[src/rtl/assert_macros.svh]
// assertion macros shared by the supervisor modules
`ifndef ASSERT_MACROS_SVH
`define ASSERT_MACROS_SVH

// implication checked at every rising edge outside reset
`define SDBS_ASSERT_IMP(lbl, clk, rst_n, ante, cons) \
    lbl: assert property (@(posedge clk) disable iff (!rst_n) (ante) |-> (cons)) \
        else $error("sdbs implication check failed");

// invariant checked at every rising edge outside reset
`define SDBS_ASSERT_ALWAYS(lbl, clk, rst_n, cond) \
    lbl: assert property (@(posedge clk) disable iff (!rst_n) (cond)) \
        else $error("sdbs invariant check failed");

`endif

[src/rtl/sdbs_pkg.sv]
// types and constants of the servo drive bring-up supervisor
package sdbs_pkg;

    typedef enum logic [1:0] {
        OP_TICK      = 2'd0,
        OP_MODE      = 2'd1,
        OP_CMD       = 2'd2,
        OP_ALARM_RST = 2'd3
    } t_op;

    typedef enum logic [1:0] {
        ACT_STATUS = 2'd0,
        ACT_READ   = 2'd1,
        ACT_WRITE  = 2'd2
    } t_action;

    typedef enum logic [3:0] {
        ST_IDLE   = 4'd0,
        ST_INIT   = 4'd1,
        ST_CHECK  = 4'd2,
        ST_RESET  = 4'd3,
        ST_ENABLE = 4'd4,
        ST_PARAM  = 4'd5,
        ST_RUN    = 4'd6,
        ST_STOP   = 4'd7,
        ST_FAULT  = 4'd8
    } t_state;

    typedef enum logic [2:0] {
        CFG_ENABLE_ADDR      = 3'd0,
        CFG_SPEED_ADDR       = 3'd1,
        CFG_FWD_TORQUE_ADDR  = 3'd2,
        CFG_REV_TORQUE_ADDR  = 3'd3,
        CFG_SPEED_LIMIT_ADDR = 3'd4,
        CFG_SPEED_LIMIT_VAL  = 3'd5,
        CFG_MONITOR_PERIOD   = 3'd6,
        CFG_DEADBAND         = 3'd7
    } t_cfg_idx;

    typedef struct packed {
        logic [15:0] enable_reg_addr;
        logic [15:0] speed_reg_addr;
        logic [15:0] fwd_torque_reg_addr;
        logic [15:0] rev_torque_reg_addr;
        logic [15:0] speed_limit_reg_addr;
        logic [15:0] speed_limit_value;
        logic [15:0] monitor_period_ms;
        logic [15:0] command_deadband;
    } t_cfg;

    typedef struct packed {
        t_op                op;
        logic [31:0]        now_ms;
        logic               reply_ready;
        logic [15:0]        reply_value;
        logic [7:0]         mode_value;
        logic signed [15:0] command_value;
    } t_in_item;

    typedef struct packed {
        t_action     kind;
        logic [15:0] addr;
        logic [15:0] data;
    } t_act;

    localparam int MAX_ACTS = 5;
    localparam int CNT_W    = 3;

    // one classified request: its bus actions in order and the final state
    typedef struct packed {
        logic [CNT_W-1:0]      cnt;
        t_act [MAX_ACTS-1:0]   acts;
        t_state                fsm;
    } t_job;

    localparam int Q_DEPTH = 2;
    localparam int Q_PTR_W = 1;
    localparam int Q_CNT_W = 2;

    localparam logic [15:0] LINK_LOST         = 16'hFFFF;
    localparam logic [31:0] INIT_RETRY_MS     = 32'd5000;
    localparam logic [31:0] ALARM_RESET_MS    = 32'd500;
    localparam logic [31:0] ENABLE_TIMEOUT_MS = 32'd2000;
    localparam logic [15:0] ALARM_CLR_ADDR    = 16'h2000;
    localparam logic [15:0] ALARM_CLR_DATA    = 16'd2;
    localparam logic [15:0] ENABLE_ON         = 16'd1;
    localparam logic [15:0] ENABLE_OFF        = 16'd0;
    localparam logic [7:0]  MODE_SPEED        = 8'd1;
    localparam logic [7:0]  MODE_TORQUE       = 8'd2;

    localparam logic [15:0]        SPEED_LIMIT_RESET = 16'd500;
    localparam logic [15:0]        PERIOD_RESET      = 16'd100;
    localparam logic [15:0]        DEADBAND_RESET    = 16'd2;
    localparam logic signed [15:0] LAST_SENT_RESET   = -16'sd9999;

    // monitored drive registers, polled from entry 0 (listed last); entry 7 is a dummy slot
    localparam logic [7:0][15:0] MON_ADDR = {
        16'h0000, 16'h1012, 16'h1008, 16'h1007,
        16'h1000, 16'h1009, 16'h1013, 16'h2001
    };

endpackage

[src/rtl/sdbs_in_if.sv]
// request channel into the supervisor
interface sdbs_in_if ();
    logic               valid;
    logic               ready;
    logic [1:0]         op;
    logic [31:0]        now_ms;
    logic               reply_ready;
    logic [15:0]        reply_value;
    logic [7:0]         mode_value;
    logic signed [15:0] command_value;

    modport source (
        output valid, op, now_ms, reply_ready, reply_value, mode_value, command_value,
        input  ready
    );
    modport sink (
        input  valid, op, now_ms, reply_ready, reply_value, mode_value, command_value,
        output ready
    );
endinterface

[src/rtl/sdbs_out_if.sv]
// result channel out of the supervisor
interface sdbs_out_if ();
    logic        valid;
    logic        ready;
    logic [1:0]  action;
    logic [15:0] reg_addr;
    logic [15:0] reg_data;
    logic [3:0]  fsm_code;
    logic        last;

    modport source (
        output valid, action, reg_addr, reg_data, fsm_code, last,
        input  ready
    );
    modport sink (
        input  valid, action, reg_addr, reg_data, fsm_code, last,
        output ready
    );
endinterface

[src/rtl/sdbs_front.sv]
// front end: supervisor state, monitor and bring-up machine, builds one job per request
`include "assert_macros.svh"

module sdbs_front import sdbs_pkg::*; #(
    parameter int MONITOR_REGS = 7
) (
    input  logic     i_clk,
    input  logic     i_rst_n,
    input  t_cfg     i_cfg,
    input  logic     i_take,
    input  t_in_item i_item,
    output t_job     o_job
);

    localparam int IW = (MONITOR_REGS > 1) ? $clog2(MONITOR_REGS) : 1;
    localparam logic [IW-1:0] IDX_LAST = IW'(MONITOR_REGS - 1);

    t_state             r_state,     n_state;
    logic [31:0]        r_entry,     n_entry;
    logic [31:0]        r_last_mon,  n_last_mon;
    logic [IW-1:0]      r_mon_idx,   n_mon_idx;
    logic               r_read_out,  n_read_out;
    logic [15:0]        r_status,    n_status;
    logic [15:0]        r_alarm,     n_alarm;
    logic [7:0]         r_tmode,     n_tmode;
    logic signed [15:0] r_tcmd,      n_tcmd;
    logic signed [15:0] r_last_sent, n_last_sent;

    // values after the monitor, seen by the machine
    t_state        m_state;
    logic [31:0]   m_entry;
    logic [IW-1:0] m_idx;
    logic          m_read_out;
    logic [15:0]   m_status;
    logic [15:0]   m_alarm;
    logic          mon_due;
    logic          mon_emit;
    logic [31:0]   elapsed;

    logic signed [16:0] diff;
    logic [16:0]        abs_diff;
    logic               resend;
    logic [15:0]        mag;

    t_act [3:0]       ma;
    logic [CNT_W-1:0] mcnt;
    logic [CNT_W-1:0] total;

    function automatic t_act mk_act(t_action kind, logic [15:0] addr, logic [15:0] data);
        t_act a;
        a.kind = kind;
        a.addr = addr;
        a.data = data;
        return a;
    endfunction

    assign elapsed = i_item.now_ms - r_entry;
    assign mon_due = (i_item.op == OP_TICK) &&
                     ((i_item.now_ms - r_last_mon) > {16'd0, i_cfg.monitor_period_ms});

    assign diff     = {r_tcmd[15], r_tcmd} - {r_last_sent[15], r_last_sent};
    assign abs_diff = diff[16] ? 17'(-diff) : 17'(diff);
    assign resend   = abs_diff >= {1'b0, i_cfg.command_deadband};
    assign mag      = r_tcmd[15] ? 16'(~r_tcmd + 16'sd1) : 16'(r_tcmd);

    // round-robin monitor: collect the pending reply or request the next register
    always_comb begin
        m_state    = r_state;
        m_entry    = r_entry;
        m_idx      = r_mon_idx;
        m_read_out = r_read_out;
        m_status   = r_status;
        m_alarm    = r_alarm;
        mon_emit   = 1'b0;
        if (mon_due) begin
            if (r_read_out) begin
                if (i_item.reply_ready) begin
                    m_read_out = 1'b0;
                    if (r_mon_idx == '0) begin
                        m_status = i_item.reply_value;
                    end else if (r_mon_idx == IW'(1)) begin
                        m_alarm = i_item.reply_value;
                    end
                    if (r_mon_idx == '0 && i_item.reply_value == LINK_LOST) begin
                        if (r_state != ST_INIT && r_state != ST_IDLE) begin
                            m_state = ST_INIT;
                            m_entry = i_item.now_ms;
                        end
                        m_idx = '0;
                    end else if (r_mon_idx == IDX_LAST) begin
                        m_idx = '0;
                    end else begin
                        m_idx = r_mon_idx + IW'(1);
                    end
                end
            end else begin
                mon_emit   = 1'b1;
                m_read_out = 1'b1;
            end
        end
    end

    // next state of the bring-up machine and of the event handling
    always_comb begin
        n_state     = r_state;
        n_entry     = r_entry;
        n_last_mon  = r_last_mon;
        n_mon_idx   = r_mon_idx;
        n_read_out  = r_read_out;
        n_status    = r_status;
        n_alarm     = r_alarm;
        n_tmode     = r_tmode;
        n_tcmd      = r_tcmd;
        n_last_sent = r_last_sent;
        unique case (i_item.op)
            OP_TICK: begin
                n_state    = m_state;
                n_entry    = m_entry;
                n_mon_idx  = m_idx;
                n_read_out = m_read_out;
                n_status   = m_status;
                n_alarm    = m_alarm;
                if (mon_due) begin
                    n_last_mon = i_item.now_ms;
                end
                unique case (m_state)
                    ST_IDLE: begin
                        n_state = ST_INIT;
                        n_entry = i_item.now_ms;
                    end
                    ST_INIT: begin
                        if (m_status != LINK_LOST) begin
                            n_state = ST_CHECK;
                            n_entry = i_item.now_ms;
                        end else if (elapsed > INIT_RETRY_MS) begin
                            n_entry = i_item.now_ms;
                        end
                    end
                    ST_CHECK: begin
                        n_state = (m_alarm == 16'd0) ? ST_ENABLE : ST_RESET;
                        n_entry = i_item.now_ms;
                    end
                    ST_RESET: begin
                        if (elapsed >= ALARM_RESET_MS) begin
                            n_state = ST_CHECK;
                            n_entry = i_item.now_ms;
                        end
                    end
                    ST_ENABLE: begin
                        if (m_status[0]) begin
                            n_state = ST_PARAM;
                            n_entry = i_item.now_ms;
                        end else if (elapsed > ENABLE_TIMEOUT_MS) begin
                            n_state = ST_FAULT;
                        end
                    end
                    ST_PARAM: begin
                        n_state = ST_RUN;
                        n_entry = i_item.now_ms;
                    end
                    ST_RUN: begin
                        if (m_alarm != 16'd0) begin
                            n_state = ST_FAULT;
                        end else if (resend) begin
                            n_last_sent = r_tcmd;
                        end
                    end
                    ST_STOP: begin
                        n_state = ST_IDLE;
                        n_entry = i_item.now_ms;
                    end
                    default: begin
                    end
                endcase
            end
            OP_MODE: begin
                if (r_tmode != i_item.mode_value) begin
                    n_tmode = i_item.mode_value;
                    if (r_state == ST_RUN) begin
                        n_state = ST_STOP;
                    end
                end
            end
            OP_CMD: begin
                n_tcmd = i_item.command_value;
            end
            OP_ALARM_RST: begin
                if (r_state == ST_FAULT || r_state == ST_CHECK) begin
                    n_state = ST_RESET;
                    n_entry = i_item.now_ms;
                end
            end
        endcase
    end

    // bus writes of the machine
    always_comb begin
        ma   = '0;
        mcnt = '0;
        if (i_item.op == OP_TICK) begin
            unique case (m_state)
                ST_RESET: begin
                    if (elapsed < ALARM_RESET_MS) begin
                        ma[0] = mk_act(ACT_WRITE, ALARM_CLR_ADDR, ALARM_CLR_DATA);
                        mcnt  = CNT_W'(1);
                    end
                end
                ST_ENABLE: begin
                    ma[0] = mk_act(ACT_WRITE, i_cfg.enable_reg_addr, ENABLE_ON);
                    mcnt  = CNT_W'(1);
                end
                ST_PARAM: begin
                    ma[0] = mk_act(ACT_WRITE, i_cfg.speed_limit_reg_addr,
                                   i_cfg.speed_limit_value);
                    mcnt  = CNT_W'(1);
                end
                ST_RUN: begin
                    if (m_alarm == 16'd0 && resend) begin
                        if (r_tmode == MODE_SPEED) begin
                            ma[0] = mk_act(ACT_WRITE, i_cfg.speed_reg_addr, mag);
                            mcnt  = CNT_W'(1);
                        end else if (r_tmode == MODE_TORQUE) begin
                            ma[0] = mk_act(ACT_WRITE, i_cfg.fwd_torque_reg_addr, mag);
                            ma[1] = mk_act(ACT_WRITE, i_cfg.rev_torque_reg_addr, mag);
                            mcnt  = CNT_W'(2);
                        end
                    end
                end
                ST_STOP: begin
                    ma[0] = mk_act(ACT_WRITE, i_cfg.speed_reg_addr, 16'd0);
                    ma[1] = mk_act(ACT_WRITE, i_cfg.fwd_torque_reg_addr, 16'd0);
                    ma[2] = mk_act(ACT_WRITE, i_cfg.rev_torque_reg_addr, 16'd0);
                    ma[3] = mk_act(ACT_WRITE, i_cfg.enable_reg_addr, ENABLE_OFF);
                    mcnt  = CNT_W'(4);
                end
                default: begin
                end
            endcase
        end
    end

    // job: monitor read first, then machine writes, or one status result
    assign total = mcnt + CNT_W'(mon_emit);

    always_comb begin
        o_job     = '0;
        o_job.fsm = n_state;
        if (total == '0) begin
            o_job.cnt     = CNT_W'(1);
            o_job.acts[0] = mk_act(ACT_STATUS, 16'd0, 16'd0);
        end else begin
            o_job.cnt = total;
            if (mon_emit) begin
                o_job.acts[0] = mk_act(ACT_READ, MON_ADDR[3'(r_mon_idx)], 16'd0);
                o_job.acts[1] = ma[0];
                o_job.acts[2] = ma[1];
                o_job.acts[3] = ma[2];
                o_job.acts[4] = ma[3];
            end else begin
                o_job.acts[0] = ma[0];
                o_job.acts[1] = ma[1];
                o_job.acts[2] = ma[2];
                o_job.acts[3] = ma[3];
            end
        end
    end

    always_ff @(posedge i_clk) begin
        if (!i_rst_n) begin
            r_state     <= ST_IDLE;
            r_entry     <= '0;
            r_last_mon  <= '0;
            r_mon_idx   <= '0;
            r_read_out  <= 1'b0;
            r_status    <= LINK_LOST;
            r_alarm     <= '0;
            r_tmode     <= MODE_SPEED;
            r_tcmd      <= '0;
            r_last_sent <= LAST_SENT_RESET;
        end else if (i_take) begin
            r_state     <= n_state;
            r_entry     <= n_entry;
            r_last_mon  <= n_last_mon;
            r_mon_idx   <= n_mon_idx;
            r_read_out  <= n_read_out;
            r_status    <= n_status;
            r_alarm     <= n_alarm;
            r_tmode     <= n_tmode;
            r_tcmd      <= n_tcmd;
            r_last_sent <= n_last_sent;
        end
    end

    `SDBS_ASSERT_IMP(a_job_cnt, i_clk, i_rst_n, i_take, o_job.cnt != '0 && o_job.cnt <= CNT_W'(MAX_ACTS))

endmodule

[src/rtl/sdbs_queue.sv]
// two-entry job queue between front and back
`include "assert_macros.svh"

module sdbs_queue import sdbs_pkg::*; (
    input  logic i_clk,
    input  logic i_rst_n,
    input  logic i_push,
    input  t_job i_job,
    input  logic i_pop,
    output t_job o_head,
    output logic o_empty,
    output logic o_full
);

    t_job               r_mem [Q_DEPTH];
    logic [Q_PTR_W-1:0] r_wr,    n_wr;
    logic [Q_PTR_W-1:0] r_rd,    n_rd;
    logic [Q_CNT_W-1:0] r_count, n_count;

    assign o_head  = r_mem[r_rd];
    assign o_empty = (r_count == '0);
    assign o_full  = (r_count == Q_CNT_W'(Q_DEPTH));

    always_comb begin
        n_wr    = i_push ? r_wr + Q_PTR_W'(1) : r_wr;
        n_rd    = i_pop  ? r_rd + Q_PTR_W'(1) : r_rd;
        n_count = r_count + Q_CNT_W'(i_push) - Q_CNT_W'(i_pop);
    end

    always_ff @(posedge i_clk) begin
        if (i_push) begin
            r_mem[r_wr] <= i_job;
        end
    end

    always_ff @(posedge i_clk) begin
        if (!i_rst_n) begin
            r_wr    <= '0;
            r_rd    <= '0;
            r_count <= '0;
        end else begin
            r_wr    <= n_wr;
            r_rd    <= n_rd;
            r_count <= n_count;
        end
    end

    `SDBS_ASSERT_IMP(a_pop_nonempty, i_clk, i_rst_n, i_pop, !o_empty)
    `SDBS_ASSERT_ALWAYS(a_count_bound, i_clk, i_rst_n, r_count <= Q_CNT_W'(Q_DEPTH))

endmodule

[src/rtl/sdbs_back.sv]
// back end: steps through the head job and drives the result register
`include "assert_macros.svh"

module sdbs_back import sdbs_pkg::*; (
    input  logic      i_clk,
    input  logic      i_rst_n,
    input  t_job      i_head,
    input  logic      i_empty,
    output logic      o_pop,
    sdbs_out_if.source o_out
);

    logic             r_valid, n_valid;
    logic [CNT_W-1:0] r_pos,   n_pos;
    t_action          r_action;
    logic [15:0]      r_addr;
    logic [15:0]      r_data;
    t_state           r_fsm;
    logic             r_last;

    logic load;
    logic is_last;
    t_act cur;

    assign load    = !i_empty && (!r_valid || o_out.ready);
    assign cur     = i_head.acts[r_pos];
    assign is_last = (r_pos == i_head.cnt - CNT_W'(1));
    assign o_pop   = load && is_last;

    always_comb begin
        n_valid = r_valid;
        n_pos   = r_pos;
        if (load) begin
            n_valid = 1'b1;
            n_pos   = is_last ? '0 : r_pos + CNT_W'(1);
        end else if (o_out.ready) begin
            n_valid = 1'b0;
        end
    end

    always_ff @(posedge i_clk) begin
        if (!i_rst_n) begin
            r_valid <= 1'b0;
            r_pos   <= '0;
        end else begin
            r_valid <= n_valid;
            r_pos   <= n_pos;
        end
    end

    always_ff @(posedge i_clk) begin
        if (load) begin
            r_action <= cur.kind;
            r_addr   <= cur.addr;
            r_data   <= cur.data;
            r_fsm    <= i_head.fsm;
            r_last   <= is_last;
        end
    end

    assign o_out.valid    = r_valid;
    assign o_out.action   = r_action;
    assign o_out.reg_addr = r_addr;
    assign o_out.reg_data = r_data;
    assign o_out.fsm_code = r_fsm;
    assign o_out.last     = r_last;

    // a partly sent job stays at the queue head
    `SDBS_ASSERT_IMP(a_partial_job_held, i_clk, i_rst_n, r_pos != '0, !i_empty)

endmodule

[src/rtl/servo_drive_bringup_supervisor_unit.sv]
// top level of the servo drive bring-up supervisor
//
//  channel   dir  handshake          payload
//  i_in      in   valid/ready        op, now_ms, reply_ready, reply_value,
//                                    mode_value, command_value
//  o_out     out  valid/ready        action, reg_addr, reg_data, fsm_code, last
//  i_cfg_*   in   write enable only  i_cfg_idx selects, i_cfg_data written
//
//  a request is decoded and the supervisor state updated in the cycle it is taken;
//  its job enters a two-entry queue and comes out as 1 to 5 results, one per cycle while o_out is ready
//  the first result of a request passes through the job queue and then the result register
//  i_in.ready drops only while the job queue is full
//  synchronous active-low reset; no clearing pass, the block is ready the cycle after

module servo_drive_bringup_supervisor_unit import sdbs_pkg::*; #(
    parameter int MONITOR_REGS = 7
) (
    input  logic        i_clk,
    input  logic        i_rst_n,
    sdbs_in_if.sink     i_in,
    sdbs_out_if.source  o_out,
    input  logic        i_cfg_we,
    input  logic [2:0]  i_cfg_idx,
    input  logic [15:0] i_cfg_data
);

    t_cfg     r_cfg, n_cfg;
    t_in_item item;
    t_job     job;
    t_job     head;
    logic     take;
    logic     q_empty;
    logic     q_full;
    logic     pop;

    // configuration registers; the user writes them only while the block is idle, the block does not enforce it
    always_comb begin
        n_cfg = r_cfg;
        if (i_cfg_we) begin
            unique case (t_cfg_idx'(i_cfg_idx))
                CFG_ENABLE_ADDR:      n_cfg.enable_reg_addr      = i_cfg_data;
                CFG_SPEED_ADDR:       n_cfg.speed_reg_addr       = i_cfg_data;
                CFG_FWD_TORQUE_ADDR:  n_cfg.fwd_torque_reg_addr  = i_cfg_data;
                CFG_REV_TORQUE_ADDR:  n_cfg.rev_torque_reg_addr  = i_cfg_data;
                CFG_SPEED_LIMIT_ADDR: n_cfg.speed_limit_reg_addr = i_cfg_data;
                CFG_SPEED_LIMIT_VAL:  n_cfg.speed_limit_value    = i_cfg_data;
                CFG_MONITOR_PERIOD:   n_cfg.monitor_period_ms    = i_cfg_data;
                CFG_DEADBAND:         n_cfg.command_deadband     = i_cfg_data;
            endcase
        end
    end

    always_ff @(posedge i_clk) begin
        if (!i_rst_n) begin
            r_cfg.enable_reg_addr      <= '0;
            r_cfg.speed_reg_addr       <= '0;
            r_cfg.fwd_torque_reg_addr  <= '0;
            r_cfg.rev_torque_reg_addr  <= '0;
            r_cfg.speed_limit_reg_addr <= '0;
            r_cfg.speed_limit_value    <= SPEED_LIMIT_RESET;
            r_cfg.monitor_period_ms    <= PERIOD_RESET;
            r_cfg.command_deadband     <= DEADBAND_RESET;
        end else begin
            r_cfg <= n_cfg;
        end
    end

    // request intake: taken whenever the queue has room
    assign i_in.ready = !q_full;
    assign take       = i_in.valid && !q_full;

    assign item.op            = t_op'(i_in.op);
    assign item.now_ms        = i_in.now_ms;
    assign item.reply_ready   = i_in.reply_ready;
    assign item.reply_value   = i_in.reply_value;
    assign item.mode_value    = i_in.mode_value;
    assign item.command_value = i_in.command_value;

    // front: monitor and bring-up machine, one job per request
    sdbs_front #(
        .MONITOR_REGS (MONITOR_REGS)
    ) u_front (
        .i_clk   (i_clk),
        .i_rst_n (i_rst_n),
        .i_cfg   (r_cfg),
        .i_take  (take),
        .i_item  (item),
        .o_job   (job)
    );

    // decouples intake from a stalled result port
    sdbs_queue u_queue (
        .i_clk   (i_clk),
        .i_rst_n (i_rst_n),
        .i_push  (take),
        .i_job   (job),
        .i_pop   (pop),
        .o_head  (head),
        .o_empty (q_empty),
        .o_full  (q_full)
    );

    // back: one result per cycle from the head job while the result port is ready
    sdbs_back u_back (
        .i_clk   (i_clk),
        .i_rst_n (i_rst_n),
        .i_head  (head),
        .i_empty (q_empty),
        .o_pop   (pop),
        .o_out   (o_out)
    );

endmodule

[src/flat_wrapper.sv]
// flat-port wrapper written by rule: the top's interface ports become plain ports
module servo_drive_bringup_supervisor_unit_flat import sdbs_pkg::*;
#(
    parameter int MONITOR_REGS = 7
)
  (i_clk, i_rst_n, i_cfg_we, i_cfg_idx, i_cfg_data, i_in_valid, i_in_op, i_in_now_ms, i_in_reply_ready, i_in_reply_value, i_in_mode_value, i_in_command_value, i_in_ready, o_out_valid, o_out_action, o_out_reg_addr, o_out_reg_data, o_out_fsm_code, o_out_last, o_out_ready);
  sdbs_in_if i_in_i ();
  sdbs_out_if o_out_i ();
  input  logic i_clk;
  input  logic i_rst_n;
  input  logic i_cfg_we;
  input  logic [2:0] i_cfg_idx;
  input  logic [15:0] i_cfg_data;
  input wire logic [$bits(i_in_i.valid)-1:0] i_in_valid;
  input wire logic [$bits(i_in_i.op)-1:0] i_in_op;
  input wire logic [$bits(i_in_i.now_ms)-1:0] i_in_now_ms;
  input wire logic [$bits(i_in_i.reply_ready)-1:0] i_in_reply_ready;
  input wire logic [$bits(i_in_i.reply_value)-1:0] i_in_reply_value;
  input wire logic [$bits(i_in_i.mode_value)-1:0] i_in_mode_value;
  input wire logic [$bits(i_in_i.command_value)-1:0] i_in_command_value;
  output wire logic [$bits(i_in_i.ready)-1:0] i_in_ready;
  output wire logic [$bits(o_out_i.valid)-1:0] o_out_valid;
  output wire logic [$bits(o_out_i.action)-1:0] o_out_action;
  output wire logic [$bits(o_out_i.reg_addr)-1:0] o_out_reg_addr;
  output wire logic [$bits(o_out_i.reg_data)-1:0] o_out_reg_data;
  output wire logic [$bits(o_out_i.fsm_code)-1:0] o_out_fsm_code;
  output wire logic [$bits(o_out_i.last)-1:0] o_out_last;
  input wire logic [$bits(o_out_i.ready)-1:0] o_out_ready;
  assign i_in_i.valid = i_in_valid;
  assign i_in_i.op = i_in_op;
  assign i_in_i.now_ms = i_in_now_ms;
  assign i_in_i.reply_ready = i_in_reply_ready;
  assign i_in_i.reply_value = i_in_reply_value;
  assign i_in_i.mode_value = i_in_mode_value;
  assign i_in_i.command_value = i_in_command_value;
  assign i_in_ready = i_in_i.ready;
  assign o_out_valid = o_out_i.valid;
  assign o_out_action = o_out_i.action;
  assign o_out_reg_addr = o_out_i.reg_addr;
  assign o_out_reg_data = o_out_i.reg_data;
  assign o_out_fsm_code = o_out_i.fsm_code;
  assign o_out_last = o_out_i.last;
  assign o_out_i.ready = o_out_ready;
  servo_drive_bringup_supervisor_unit #(.MONITOR_REGS(MONITOR_REGS)) u_core (.i_clk(i_clk), .i_rst_n(i_rst_n), .i_in(i_in_i), .o_out(o_out_i), .i_cfg_we(i_cfg_we), .i_cfg_idx(i_cfg_idx), .i_cfg_data(i_cfg_data));
endmodule
[config.mk]
export PLATFORM = sky130hd
export DESIGN_NAME = servo_drive_bringup_supervisor_unit_flat
export DESIGN_NICKNAME = d
export VERILOG_FILES = /design/src/rtl/sdbs_pkg.sv /design/src/rtl/sdbs_in_if.sv /design/src/rtl/sdbs_out_if.sv /design/src/rtl/sdbs_front.sv /design/src/rtl/sdbs_queue.sv /design/src/rtl/sdbs_back.sv /design/src/rtl/servo_drive_bringup_supervisor_unit.sv /design/src/flat_wrapper.sv
export VERILOG_INCLUDE_DIRS = /design/src /design/src/rtl
export SDC_FILE = /design/constraint.sdc
export NUM_CORES = 1
export LEC_CHECK = 0
export ABC_AREA = 1
export BUFFER_PORTS_ARGS = -buffer_cell sky130_fd_sc_hd__buf_2
export CAP_MARGIN = 20
export CORE_MARGIN = 5
export CORE_UTILIZATION = 45
export DETAILED_ROUTE_END_ITERATION = 7
export MAX_ROUTING_LAYER = met4
export PLACE_DENSITY = 0.71
export SLEW_MARGIN = 30
export SYNTH_ARGS = -nofsm -noshare
export SYNTH_HDL_FRONTEND = slang
export SYNTH_SLANG_ARGS = --single-unit
[constraint.sdc]
create_clock -name i_clk -period 12.7 [get_ports i_clk]
set_input_delay 0.635 -clock i_clk [delete_from_list [all_inputs] [get_ports i_clk]]
set_output_delay 0.635 -clock i_clk [all_outputs]
set_load 0.005 [all_outputs]
### Word-level counts from Yosys, hierarchy flattened

Memories as Yosys holds them, arrays and structs flattened. A register that Yosys moved wholly into a read port is not among the register bits.
Cells that the tools add are included.

* bits in registers: 319
* RAM bits: 354
* bits in read-only memories: 128
* input port bits: 99
* output and inout bits: 41
* logic and storage cells: 205
* memories kept: 2

Memories
* u_core.u_queue.r_mem: words 2, width 177, read ports 1, clocked after Yosys merged registers in 1, wr ports 1, line sdbs_queue.sv:15 `t_job r_mem [Q_DEPTH];`
* (no name shown): words 8, width 16, read ports 1, clocked after Yosys merged registers in 1, wr ports 0, line sdbs_front.sv:254 `o_job.acts[0] = mk_act(ACT_READ, MON_ADDR[3'(r_mon_idx)], 16'd0);`

* add/sub/neg operators: 13
* order comparisons: 8
* eq/ne operators: 31
* muxes and demuxes: 81
* bitwise gates (word level): 2
* reductions and logical operators: 40

Operator list (count)
* two-way mux 68 bit: 7
* two-way mux 136 bit: 3
* two-way mux 32 bit: 10
* two-way mux 34 bit: 6
* two-way mux 16 bit: 11
* one-hot mux 34 bit (5 select lines): 1
* one-hot mux 32 bit (4 select lines): 1
* binary-select mux 34 bit (select 3 bit): 1
* one-hot mux 34 bit (2 select lines): 1
* one-hot mux 32 bit (2 select lines): 1
* subtractor 32 bit: 2
* two-way mux 4 bit: 13
* greater-or-equal comparator 32 x 9 -> 1 bit, second input constant: 1
* > comparator 32 x 11 -> 1 bit, second input constant: 1
* > comparator 32 x 13 -> 1 bit, second input constant: 1
* > comparator 32 x 16 -> 1 bit: 1
* less-than comparator 32 x 9 -> 1 bit, second input constant: 1
* one-hot mux 4 bit (8 select lines): 1
* two-way mux 3 bit: 10
* == test 4 x 3 -> 1 bit, second input constant: 5
* AND reduction 2 bit: 10
* greater-or-equal comparator 17 x 16 -> 1 bit: 1
* two-way mux 17 bit: 1
* negation 17 bit: 1
* other kinds (45): 84

### Logic depth before layout (Yosys ltp)

* word-level depth: 17
* gate-level depth with buffers: 47
* gate-level depth less buffers: 43

### Modules after synthesis

Synthesis repeated with hierarchy kept, for this count alone.

* cell total of the unflattened synthesis: 5301
* area total of the unflattened synthesis: 41145.7 µm²

By module, submodules not included
* sdbs_front: times used 1, cells an instance 3574, area an instance 19528.7 µm², seq. area each 3022.9 µm²
* sdbs_queue: times used 1, cells an instance 584, area an instance 13536.7 µm², seq. area each 10730.3 µm²
* servo_drive_bringup_supervisor_unit: times used 1, cells an instance 718, area an instance 5098.6 µm², seq. area each 2562.5 µm²
* sdbs_back: times used 1, cells an instance 425, area an instance 2981.6 µm², seq. area each 1251.2 µm²

### Worst setup path before layout

Ideal clock, no wire load.

* kind: in2reg
* from: input port i_in_valid
* to: memory u_core.u_queue.r_mem[1][0] (netlist bit), enable pin
* setup time: 645 ps
* arrival: 6732 ps
* required time: 12055 ps
* setup slack: 5323 ps
* stages on the path: 2
* buffers on the path: 0
* cells stage by stage: nand2_1 nor2_1

* cells in the longest elaborated chain, start to end: 3

RTL lines
* from (decl): line flat_wrapper.sv:14 `input wire logic [$bits(i_in_i.valid)-1:0] i_in_valid;`
* logical AND 1 bit: line servo_drive_bringup_supervisor_unit.sv:70 `assign take = i_in.valid && !q_full;`
* two-way mux 1 bit: line sdbs_queue.sv:31 `if (i_push) begin`
* two-way mux 1 bit (implied by the code): line sdbs_queue.sv:32 `r_mem[r_wr] <= i_job;`
* to (decl): line sdbs_queue.sv:15

No other way between the ends.

==> flow_summary.toml <==
[power_and_ir_drop]
sw_frac_of_total_pct = 33.9
combPwrFrac_pct = 26.5
intPower_mw = 4.15
p_seq_share_pct = 39.3
peakVddDrop_uv = 105
power.density_nw_per_um2 = 160
p_sw_mw = 2.13
power_frac_clock_pct = 34.2
p_leak_nw = 17.1

[timing]
tightest_slew_ps = 982
fin_crit_sh_pct = 66.7
fin_crit_ps = 8470
hold_viol = 0
finalSetupViolations = 0
slew_headroom_pct = 34.4
skew_ps = 36.4
rsz0062_at_grt = "no"
maxClockFrequency_ghz = 0.118
setup_ws_ps = 4230
fin_tns_setup_ps = 0
drv_slew = 0

[cts]
postCtsSetupBuffers = 0
cts_tree = "built"
cts_made_buffers = 70
cts_repair_resize_count = 0
ctsHoldBuffers = 0
htree_levels = 3
root_buffer = "clkbuf_16"
clkSinkCount = 609
clk_path_buf_depth = 3
clk_pin_slew_ps = 60
clkLatencyLatePin_ps = 640

[synthesis]
syn_area_um2 = 35400
yosys.area.top_type_share_pct = 27.3
yosys-top-cells-count = "nand2_1, nor2_1, inv_1, o21ai_0, a21oi_1"
ys_seq_area_share_pct = 43.6
async_reset_ff_share_pct = 0
synth.avg_cell_area_um2 = 7.43
synth-seq-cells = 609
synth_fp_nets = 4981
synth_edf_count = 321
synth.most_common_cell = "nand2_1"
synthTopCellsByArea = "edfxtp_1, dfxtp_1, nand2_1, o21ai_0, nor2_1"
yosys_warnings = 0
postSynthCellCount = 4761
synth_top_area_cell = "edfxtp_1"
synth_flop_cell = "edfxtp_1"
ys_types = 63

[status]
status = "complete, no violations"

[grt]
grt_pass1_wl_um = 166000
met3_usage_pct = 3.39
grt.met1_usage_pct = 33.5
grt_pass1_vias = 29900
grt_usage_pct = 24.8
overflow = 0
grt_max_degree = 142
antenna_found_initial = 8
use_met2_pct = 39.2
top_usage_layer = "met2"

[layout]
final_util_pct = 50.5
nets = 5003
area_growth_pct = 10.9
layout-drive-gt1-share_pct = 7.61

[floorplan]
die_h_um = 290
die_w_um = 290
core_area_um2 = 77700
row_count = 102
start_util_pct = 45.5
dieArea_um2 = 84300
io_pins = 140

[placed_design]
place_ws_ps = 4340
portBuffers = 139
place.gp.congestion = 0.959
dp_hpwl_um = 74700

[critical_path]
crit_type = "reg2reg"
slowest_stage = "nor2_4"
start_kind = "register"
slowest_delay_ps = 720
reg2reg_from = "u_core.u_front.r_tcmd[0]"
cp_max_fo = 31
crit_path_frequent_cell = "nand2_1"
crit_start = "u_core.u_front.r_tcmd[0]"
worstSetupEndpointType = "register"
worst-endpoint-required_ps = 13020
arrival_ps = 8790

[drt]
wl_per_cell_um = 18.2
drt-total-wl_um = 107000
vias = 32400
via_per_inst = 5.50
drt-initial-drc-count = 3525
post-route-drc-count = 0
first_pass_iters = 8
ant_nets = 0

[worst_hold_path]
hp-class = "in2reg"
min-delay-start = "i_in_mode_value[0]"

[flow_run]
cap_violations = 0
==> cells by family after synthesis <==
kind of cell,synth area share (%)
compound gates,16.7
fa+ha+maj,4.34
xor+xnor,2.20
mux,0.481
simple gates,23.5
flops,43.6
buf+inv,9.21
==> worst paths after layout <==
kind                                 endpoint  slack (ps)  cells past startpoint
setup / recovery  u_core.u_queue.r_mem[1][59]        4230                     38
hold / removal      u_core.u_front.r_tmode[0]         260                      3
setup reg to reg  u_core.u_queue.r_mem[1][59]        4230                     38
hold reg to reg              u_core.r_cfg[40]         460                      2
==> cell type report <==
class / instances / area (µm²)
fillers: 7519 / 38500
multi-input cells: 3328 / 16800
flip-flops and latches: 609 / 15400
inverters: 601 / 2260
clock buffers: 90 / 1960
well taps: 1040 / 1300
repair buffers: 173 / 985
clock inverters: 37 / 527
diodes: 7 / 17.5
==> stage by stage <==
stage          cell area [µm²]  instances  total power, mW  hold WS (ps)
3_5_place_dp             36700       5751             4.16           444
2_1_floorplan            35400       4761             3.63           429
6_report                 39200       5885             6.28           264
4_1_cts                  39200       5878             6.30           244
3_3_place_gp             36700       5751             4.13           441
5_1_grt                  39200       5885             6.61           272
==> sequential cells by signal, indices dropped and copies added (netlist names), 16 cells and up, named ones only <==
name and count:
u_core.u_front.r_entry 32, u_core.u_front.r_last_sent 16, u_core.r_cfg 128, u_core.u_front.r_status 16, u_core.u_back.o_out.reg_data 16, u_core.u_front.r_tcmd 16
u_core.u_front.r_last_mon 32, u_core.u_front.r_alarm 16, u_core.u_back.o_out.reg_addr 16, u_core.u_queue.r_mem 282
==> critical path, delay by kind of cell, from the launching register on <==
kind / cells / cell delay (ps)
AND/OR/NAND/NOR: 19 / 3470
adder cells (fa/ha/maj): 4 / 1130
flip-flops: 1 / 380
AO/OA/AOI/OAI: 7 / 1330
XOR/XNOR: 1 / 150
buffers and inverters: 7 / 1630
==> power groups by stage <==
stage | clock, mW | combinational (mW) | sequential, mW
finish | 2.15 | 1.66 | 2.47
global route | 2.27 | 1.85 | 2.49
CTS | 2.17 | 1.66 | 2.47
detailed placement | 0 | 1.65 | 2.51
global placement | 0 | 1.63 | 2.50
floorplan | 0 | 1.13 | 2.49
==> placed cells by master (no fill, tap or decap), types with 13 or more instances in the layout <==
cell type / count
nand3_1: 270
o21ai_0: 494
nand2_2: 15
buf_2: 137
nor3_1: 28
inv_1: 578
o21ai_1: 14
nand4_1: 41
o22ai_1: 57
edfxtp_1: 321
mux2i_1: 17
nand2_1: 1010
o211ai_1: 22
a21oi_1: 377
a211oi_1: 18
nor4_1: 13
nor2_1: 583
dfxtp_1: 286
o21a_1: 23
xnor2_1: 15
xor2_1: 74
nor2_2: 16
buf_4: 33
clkbuf_16: 71
ha_1: 118
o221ai_1: 22
==> metal layers <==
metal,routed length [µm],up-vias
met2,49300,1283
met4,2930,0
met5,0,-
li1,-,15800
met1,46800,15100
met3,8130,184
Note: power is estimated with default switching activity, not from simulation.
